<file path="config.mk">
export PLATFORM = sky130hd
export DESIGN_NAME = sqb_seq
export DESIGN_NICKNAME = d
export VERILOG_FILES = /design/src/rtl/sqb_pkg.sv /design/src/rtl/sqb_seq.sv
export VERILOG_INCLUDE_DIRS = /design/src /design/src/rtl
export SDC_FILE = /design/constraint.sdc
export NUM_CORES = 1
export LEC_CHECK = 0
export ABC_AREA = 1
export ABC_CLOCK_PERIOD_IN_PS = 8200
export BUFFER_PORTS_ARGS = -buffer_cell sky130_fd_sc_hd__buf_2
export CORE_ASPECT_RATIO = 1.75
export CORE_MARGIN = 2
export CORE_UTILIZATION = 51
export CTS_BUF_LIST = sky130_fd_sc_hd__clkbuf_2 sky130_fd_sc_hd__clkbuf_4 sky130_fd_sc_hd__clkbuf_8
export CTS_CLUSTER_DIAMETER = 30
export CTS_CLUSTER_SIZE = 20
export DETAILED_ROUTE_END_ITERATION = 8
export GPL_TIMING_DRIVEN = 0
export PLACE_DENSITY = 0.71
export SLEW_MARGIN = 20
export SYNTH_ARGS = -nofsm -noshare
export SYNTH_HDL_FRONTEND = slang
export SYNTH_SLANG_ARGS = --single-unit
</file>
<file path="constraint.sdc">
create_clock -name clk -period 8.2 [get_ports clk]
set_clock_uncertainty 0.15 [all_clocks]
set_input_delay 0 -clock clk [delete_from_list [all_inputs] [get_ports clk]]
set_output_delay 0 -clock clk [all_outputs]
set_load 0.02 [all_outputs]
</file>
<file path="src/rtl/sprite_quad_batcher_unit_defines.svh">
// Assertion macros for the sprite quad batcher.
// Clocked on clk and disabled while arst_n is low; empty in synthesis.
`ifndef SPRITE_QUAD_BATCHER_UNIT_DEFINES_SVH
`define SPRITE_QUAD_BATCHER_UNIT_DEFINES_SVH
`ifndef SYNTHESIS
`define SQB_ASSERT(lbl, prop) \
	lbl: assert property (@(posedge clk) disable iff (!arst_n) prop) \
		else $error("sprite quad batcher assertion failed");
`define SQB_NEVER(lbl, prop) \
	lbl: assert property (@(posedge clk) disable iff (!arst_n) !(prop)) \
		else $error("sprite quad batcher forbidden condition");
`else
`define SQB_ASSERT(lbl, prop)
`define SQB_NEVER(lbl, prop)
`endif
`endif

</file>
<file path="src/rtl/sqb_pkg.sv">
// Shared types and constants of the sprite quad batcher.
// No dependencies; used by every module of the block.
`default_nettype none
package sqb_pkg;
	localparam int COORD_WIDTH = 24;
	localparam int MAX_ENTRIES_DEF = 64;
	localparam int TEX_W = 32;
	localparam int IDX_W = 6;
	localparam int BATCH_W = 6;

	localparam logic KIND_LOAD = 1'b0;
	localparam logic KIND_RUN = 1'b1;

	typedef logic signed [COORD_WIDTH-1:0] coord_t;

	typedef struct packed {
		logic kind;
		logic [TEX_W-1:0] texture_id;
		coord_t top_left_x;
		coord_t top_right_x;
		coord_t top_left_y;
		coord_t bottom_left_y;
	} item_t;

	typedef struct packed {
		logic [BATCH_W-1:0] batch_number;
		logic [IDX_W-1:0] entry_index;
		logic [TEX_W-1:0] batch_texture;
		logic last;
	} result_t;

	typedef struct packed {
		logic [TEX_W-1:0] tex;
		coord_t min_x;
		coord_t max_x;
		coord_t min_y;
		coord_t max_y;
	} entry_t;

	typedef struct packed {
		logic wr_en;
		logic [IDX_W-1:0] wr_addr;
		logic rd_en;
		logic [IDX_W-1:0] rd_addr;
	} mem_req_t;
endpackage
`default_nettype wire

</file>
<file path="src/rtl/sqb_seq.sv">
// Batching sequencer: entry count, assigned flags and the greedy scan.
// Depends on sqb_pkg and the assertion macros; drives the quad store.
`default_nettype none
`include "sprite_quad_batcher_unit_defines.svh"
module sqb_seq import sqb_pkg::*; #(
	parameter int MAX_ENTRIES = MAX_ENTRIES_DEF
) (
	input  wire logic   clk,
	input  wire logic   arst_n,
	input  wire logic   start,
	input  wire logic   kind,
	output logic        busy,
	output mem_req_t    req,
	input  wire entry_t rd_data,
	output logic        result_valid,
	output result_t     result
);
	localparam int IW = $clog2(MAX_ENTRIES);
	localparam int CW = $clog2(MAX_ENTRIES + 1);

	typedef enum logic [2:0] {
		S_IDLE, S_TEX_RD, S_TEX_WAIT, S_SCAN, S_I_WAIT, S_J_LOOP, S_J_WAIT
	} state_t;

	state_t state_q;
	logic [CW-1:0] count_q, left_q, begin_q, i_q, j_q;
	logic first_q, gathered_q;
	logic [BATCH_W-1:0] batch_q;
	logic [TEX_W-1:0] tex_q;
	entry_t box_q;
	logic [MAX_ENTRIES-1:0] assigned_q;
	logic res_valid_q;
	result_t res_q;

	logic i_in_range, i_assigned, j_assigned, apart;

	assign i_in_range = i_q < count_q;
	assign i_assigned = assigned_q[i_q[IW-1:0]];
	assign j_assigned = assigned_q[j_q[IW-1:0]];
	// Touching edges overlap: boxes are apart only on a strict gap.
	assign apart = (box_q.max_x < rd_data.min_x) || (rd_data.max_x < box_q.min_x) ||
		(box_q.max_y < rd_data.min_y) || (rd_data.max_y < box_q.min_y);

	assign busy = state_q != S_IDLE;
	assign result_valid = res_valid_q;
	assign result = res_q;

	always_comb begin
		req.wr_en = (state_q == S_IDLE) && start && (kind == KIND_LOAD) &&
			(count_q < CW'(MAX_ENTRIES));
		req.wr_addr = IDX_W'(count_q);
		req.rd_en = 1'b0;
		req.rd_addr = IDX_W'(begin_q);
		case (state_q)
			S_TEX_RD: begin
				req.rd_en = 1'b1;
			end
			S_SCAN: begin
				req.rd_en = i_in_range && !i_assigned;
				req.rd_addr = IDX_W'(i_q);
			end
			S_J_LOOP: begin
				req.rd_en = (j_q != i_q) && !j_assigned;
				req.rd_addr = IDX_W'(j_q);
			end
			default: begin
				req.rd_en = 1'b0;
			end
		endcase
	end

	always_ff @(posedge clk or negedge arst_n) begin
		if (!arst_n) begin
			state_q <= S_IDLE;
			count_q <= '0;
			left_q <= '0;
			begin_q <= '0;
			i_q <= '0;
			j_q <= '0;
			first_q <= 1'b0;
			gathered_q <= 1'b0;
			batch_q <= '0;
			assigned_q <= '0;
			res_valid_q <= 1'b0;
		end else begin
			res_valid_q <= 1'b0;
			case (state_q)
				S_IDLE: begin
					if (req.wr_en) begin
						count_q <= count_q + 1'b1;
					end else if (start && kind == KIND_RUN && count_q != '0) begin
						left_q <= count_q;
						begin_q <= '0;
						batch_q <= '0;
						state_q <= S_TEX_RD;
					end
				end
				S_TEX_RD: begin
					state_q <= S_TEX_WAIT;
				end
				S_TEX_WAIT: begin
					tex_q <= rd_data.tex;
					i_q <= begin_q;
					first_q <= 1'b1;
					gathered_q <= 1'b0;
					state_q <= S_SCAN;
				end
				S_SCAN: begin
					if (!i_in_range) begin
						if (gathered_q) begin
							batch_q <= batch_q + 1'b1;
						end
						if (left_q == '0) begin
							assigned_q <= '0;
							count_q <= '0;
							state_q <= S_IDLE;
						end else begin
							state_q <= S_TEX_RD;
						end
					end else if (i_assigned) begin
						i_q <= i_q + 1'b1;
					end else begin
						if (first_q) begin
							begin_q <= i_q;
						end
						first_q <= 1'b0;
						state_q <= S_I_WAIT;
					end
				end
				S_I_WAIT: begin
					if (rd_data.tex != tex_q) begin
						i_q <= i_q + 1'b1;
						state_q <= S_SCAN;
					end else begin
						box_q <= rd_data;
						j_q <= begin_q;
						state_q <= S_J_LOOP;
					end
				end
				S_J_LOOP: begin
					if (j_q == i_q) begin
						res_valid_q <= 1'b1;
						res_q.batch_number <= batch_q;
						res_q.entry_index <= IDX_W'(i_q);
						res_q.batch_texture <= tex_q;
						res_q.last <= left_q == CW'(1);
						assigned_q[i_q[IW-1:0]] <= 1'b1;
						if (i_q == begin_q) begin
							begin_q <= begin_q + 1'b1;
						end
						left_q <= left_q - 1'b1;
						gathered_q <= 1'b1;
						i_q <= i_q + 1'b1;
						state_q <= S_SCAN;
					end else if (j_assigned) begin
						j_q <= j_q + 1'b1;
					end else begin
						state_q <= S_J_WAIT;
					end
				end
				S_J_WAIT: begin
					if (!apart) begin
						i_q <= i_q + 1'b1;
						state_q <= S_SCAN;
					end else begin
						j_q <= j_q + 1'b1;
						state_q <= S_J_LOOP;
					end
				end
				default: begin
					state_q <= S_IDLE;
				end
			endcase
		end
	end

	`SQB_ASSERT(a_result_in_run, res_valid_q |-> state_q == S_SCAN)
	`SQB_ASSERT(a_last_drains, (res_valid_q && res_q.last) |-> left_q == '0)
	`SQB_ASSERT(a_left_bounded, busy |-> left_q <= count_q)
	`SQB_NEVER(a_j_below_i, state_q == S_J_WAIT && j_q >= i_q)
endmodule
`default_nettype wire

</file>
Yosys cells after proc, flatten, opt, wreduce, memory -nomap -nowiden
Cells that the tools add are included.
{ "op_classes": {"n_lt_le_gt_ge": 9, "n_reduce_logical": 38, "muxes": 61, "bitwise": 3, "addsub": 6, "eq_ne": 31} }
{ "ops": {"columns": ["cell", "count"], "rows": [
  ["64-bit two-way mux", 3],
  ["7-bit two-way mux", 22],
  ["64-bit case mux with 2 select lines", 1],
  ["24-bit < comparator", 4],
  ["64-bit bitwise OR", 1],
  ["7-bit case mux with 3 select lines", 2],
  ["7-bit case mux with 5 select lines", 1],
  ["2-bit inequality test (second input constant)", 17],
  ["32-bit inequality test", 1],
  ["7-bit by 1-bit adder with 7-bit output (second input constant)", 4],
  ["7-bit case mux with 2 select lines", 2],
  ["3-bit two-way mux", 8],
  ["6-bit two-way mux", 4],
  ["6-bit case mux with 2 select lines", 2],
  ["3-bit case mux with 7 select lines", 1],
  ["4-bit AND reduction", 4],
  ["7-bit == test", 2],
  ["6-bit by 7-bit < comparator with 1-bit output (second input constant)", 2],
  ["1-bit binary-select mux with 6-bit select", 2],
  ["5-bit AND reduction", 2],
  ["2-bit nonzero test", 5],
  ["3-bit == test (second input constant)", 3],
  ["1-bit two-way mux", 9],
  ["3-bit AND reduction", 3],
  ["other kinds (26)", 43]
]} }
{ "word_totals": {"inputBits": 132, "out_inout_bits": 61, "word_cells": 168, "ff_bits": 284} }

Longest topological paths before layout
{ "depth": {"depth_word": 7, "ltp_mapped": 18, "ltp_nobuf": 18} }

Least setup slack after synthesis
Ideal clock, no wire load.
{ "synth_timing": {"path_type": "reg2reg", "startpoint": "register tex_q[1]", "endpoint": "register box_q[0] in the netlist's numbering, enable pin", "setup_ps": 552, "arrival_time_ps": 5038, "setup_slack_ps": 2460, "required_time_ps": 7498, "path_stages_with_launch": 8, "synth_period_minus_slack_ps": 5740, "path_buffers": 0, "path_cell_list": "edfxtp_1 -> xnor2_1 -> nand3_1 -> nor3_1 -> nand2_1 -> nor2_1 -> nand3_1 -> nor2_1"} }
{ "synth_via": {"elab_chain_len": 3} }
{ "synth_lines": {"columns": ["item", "line", "text"], "rows": [
  ["start, declared", "sqb_seq.sv:29", "logic [TEX_W-1:0] tex_q;"],
  ["start signal, assigned", "sqb_seq.sv:102", "tex_q <= rd_data.tex;"],
  ["32-bit inequality test", "sqb_seq.sv:131", "if (rd_data.tex != tex_q) begin"],
  ["1-bit NOT (no line)", null, null],
  ["3-bit AND reduction (no line)", null, null],
  ["end signal, assigned", "sqb_seq.sv:135", "box_q <= rd_data;"],
  ["end, declared", "sqb_seq.sv:30", "entry_t box_q;"]
]} }
No other way between the ends.
A chain may end at the register's enable or synchronous reset.

==> flow_metrics.env <==
export IMPL_numClockSinks=284
export IMPL_cpLargestDelayFamily="buffers and inverters"
export IMPL_hold_path_end="tex_q[14]"
export IMPL_critPathArrivalTime_ps=3150
export IMPL_global_route_overflow_total=0
export IMPL_setup_worst_path_start_class="register"
export IMPL_ctsResizeCount=0
export IMPL_power_leakage_nw=9.511
export IMPL_mappedNetlistArea_mm2=0.01561
export IMPL_gr_usage_met3=0.06072
export IMPL_finalSetupViolations=0
export IMPL_place_hpwl_um=33510
export IMPL_worst_r2r_path_depth=11
export IMPL_post_synth_num_cell_types=51
export IMPL_htree_num_levels=2
export IMPL_core_area_mm2=0.03006
export IMPL_firstDrtPassIters=6
export IMPL_finalHoldViolations=0
export IMPL_routed_wl_um=53580
export IMPL_timing_final_crit_period_ps=3298
export IMPL_initial_standard_cell_utilization_of_the_core=0.5194
export IMPL_worst_ir_drop_vdd_mv=0.1381
export IMPL_worst_r2r_endpoint="box_q[1]"
export IMPL_critPathMostFrequentCell="nand3_1"
export IMPL_via_count_of_the_first_global_routing_pass=15650
export IMPL_fraction_of_the_yosys_area_taken_by_sequential_cells=0.5107
export IMPL_design_portCount=193
export IMPL_gp_routability_congestion=1.011
export IMPL_worst_endpoint_required_ps=8050
export IMPL_floorplan_die_area_mm2=0.03208
export IMPL_period_utilization=0.4022
export IMPL_dr_first_iter_drc_count=1142
export IMPL_worstHoldPathType="in -> reg"
export IMPL_postCtsHoldBufs=248
export IMPL_cts_buffers=44
export IMPL_critical_path_slowest_cell="clkbuf_1"
export IMPL_wl_per_cell_um=20.25
export IMPL_area_growth_syn_to_layout_pct=33.39
export IMPL_dpl_worst_slack_ps=5118
export IMPL_chipWidth_um=136.3
export IMPL_groute_layer_met2_usage=0.6045
export IMPL_top_usage_layer="met2"
export IMPL_whs_path_depth=2
export IMPL_path_cells="buf_2, clkbuf_1, nand2_1, o211ai_1, nand3_1, nand3_1, nand3_1, nand3_1, nand2_1, o221ai_1, buf_2"
export IMPL_ys_ff_latch=284
export IMPL_critical_register_to_register_path_startpoint="tex_q[9]"
export IMPL_grt_pass1_wl_um=82050
export IMPL_proportion_of_layout_cells_with_a_drive_suffix_above_1=0.1686
export IMPL_cap_violations=0
export IMPL_crit_path_max_incr_delay_ps=520
export IMPL_vias=14870
export IMPL_timing_setup_tns_ps=0
export IMPL_grt_use_total=0.3337
export IMPL_crit_buf_inv=3
export IMPL_number_of_antenna_violations_at_the_first_check_in_global_routing=3
export IMPL_largest_net_degree_at_the_start_of_global_routing=62
export IMPL_critical_path_fanout_max=10
export IMPL_synthesis_instances=1720
export IMPL_slew_limit_headroom=0.4526
export IMPL_nNetsFinal=2456
export IMPL_maxSlewViolCount=0
export IMPL_rsz0062_at_grt="no"
export IMPL_timing_hold_ws_ps=13.07
export IMPL_cellPowerDensity_mw_per_mm2=207.4
export IMPL_finalWorstSetupSlack_ps=4902
export IMPL_dpl_cell_count=2309
export IMPL_worstSetupPathType="reg -> out"
export IMPL_cts_root_buffer_cell="clkbuf_8"
export IMPL_timing_critical_path_to_type="primary output"
export IMPL_ant_nets=0
export IMPL_mean_syn_cell_area_um2=9.077
export IMPL_fmax_ghz=0.3032
export IMPL_clk_insertion_delay_late_ps=620
export IMPL_die_y_um=235.5
export IMPL_total_of_warnings_raised_by_yosys=0
export IMPL_global_route_usage_met1=0.3265
export IMPL_hold_path_startpoint="rd_data[110]"
export IMPL_placement_row_count=84
export IMPL_finalNonFillerCells=2646
export IMPL_route_detailed_vias_per_inst=5.618
export IMPL_clkTransAtPathRegs_ps=80
export IMPL_clock_tree_from_tritoncts="done"
export IMPL_clock_path_buffers=3
export IMPL_run_status="finished, final reports clean"
export IMPL_r2r_slack_ps=5040
export IMPL_cts_setup_buffers=0
export IMPL_route_detailed_drc=0
export IMPL_timing_worst_slew_pin_value_ps=818.0
export IMPL_mappedNetlistNets=1958
export IMPL_fill_cells=2092
export IMPL_placement_io_buffers=192
==> state kept, by name, indices dropped and copies added (netlist names) <==
signal and count:
box_q 96, assigned_q 64, result 45, tex_q 32
begin_q 7, count_q 7, i_q 7, j_q 7
left_q 7, batch_q 6, state_q 3, first_q 1
gathered_q 1, result_valid 1
==> placed cells by master, fill, tap and decap left out, types with 7 or more instances in the layout <==
cell type	count
nor2_4	7
nor2_1	85
clkbuf_8	45
inv_1	249
buf_4	15
nand2_1	397
o211ai_1	9
o21ai_0	94
inv_2	13
xor2_1	16
ha_1	106
o221ai_1	8
buf_6	10
dfrtp_1	111
a21oi_1	129
a31oi_1	10
edfxtp_1	173
nand4_1	38
inv_6	7
nor3_2	9
xnor2_1	25
buf_2	213
nor3_1	15
clkinvlp_4	7
dlygate4sd3_1	249
nand3_1	97
o21ai_1	7
clkbuf_1	12
==> stage by stage <==
stage	cell area (um2)	util	total power, mW
detailed placement	17270	0.5746	2.808
global placement	17060	0.5675	2.761
CTS	20790	0.6918	4.272
floorplan	15610	-	2.414
global route	20820	0.6928	4.485
finish	20830	0.6928	4.319
==> metal layers <==
| metal | part of all wire | wire length (um) |
|---|---|---|
| met5 | 0 | 0 |
| met4 | 0.090 | 4840 |
| met3 | 0.066 | 3552 |
| met2 | 0.52 | 27780 |
| met1 | 0.32 | 17400 |
==> logic make-up (layout without fill, tap and decap cells) <==
family,count (synthesis),count (layout),share of synthesized area
multiplexers,1,1,0.0006412
AO/OA/AOI/OAI,287,287,0.1013
XOR/XNOR,41,41,0.02300
flip-flops,284,284,0.5107
buffers and inverters,320,854,0.08679
AND/OR/NAND/NOR,681,681,0.1927
other,0,5,0
adder cells (fa/ha/maj),106,106,0.08495
==> power by group <==
group	leakage, nW	switching [mW]	internal, mW
clock network	0.496	0.697	0.691
registers	3.06	0.0672	1.62
logic	5.95	0.822	0.425
total	9.51	1.59	2.73
==> cells in the mapped netlist, drive strengths merged <==
cell	count	area, um2
a21boi	1	7.510
a21o	5	37.54
a21oi	130	654.4
a22o	1	8.760
a22oi	2	15.01
a31oi	10	62.56
and2	1	6.260
buf	45	321.6
clkbuf	13	50.04
dfrtp	111	2778
edfxtp	173	5195
ha	106	1326
inv	262	983.4
mux2i	1	10.01
nand2	400	1509
nand3	101	533.0
nand3b	1	7.510
nand4	38	237.7
nor2	98	412.9
nor2b	1	6.260
nor3	28	210.2
nor3b	3	22.52
nor4	4	25.02
o2111ai	4	35.03
o211ai	9	67.56
o21a	4	30.03
o21ai	103	523.0
o21bai	1	7.510
o221ai	8	70.07
o22ai	6	37.54
o31ai	1	7.510
o32ai	2	17.52
or2	6	37.54
xnor2	25	219.0
xor2	16	140.1
==> worst max path at each step <==
stage	from	endpoint	depth (start not counted)
4_1_cts	j_q[0]	req[6]	11
6_report	j_q[0]	req[6]	11
2_1_floorplan	tex_q[1]	box_q[0]	7
3_5_place_dp	tex_q[1]	box_q[26]	10
3_3_place_gp	arst_n	box_q[26]	3
5_1_grt	j_q[0]	req[6]	11
==> area by class of cell <==
type	instances	area (um2)	area share
sequential	284	7973	0.3828
multi-input combinational	1116	6327	0.3038
timing repair buffer	452	3652	0.1754
inverter	262	983.4	0.04722
clock buffer	46	626.9	0.03010
tap	387	484.2	0.02325
clock inverter	36	395.4	0.01898
buffer	58	371.6	0.01784
antenna	5	12.51	0.0006008
Power figures use the tool's default switching activity.
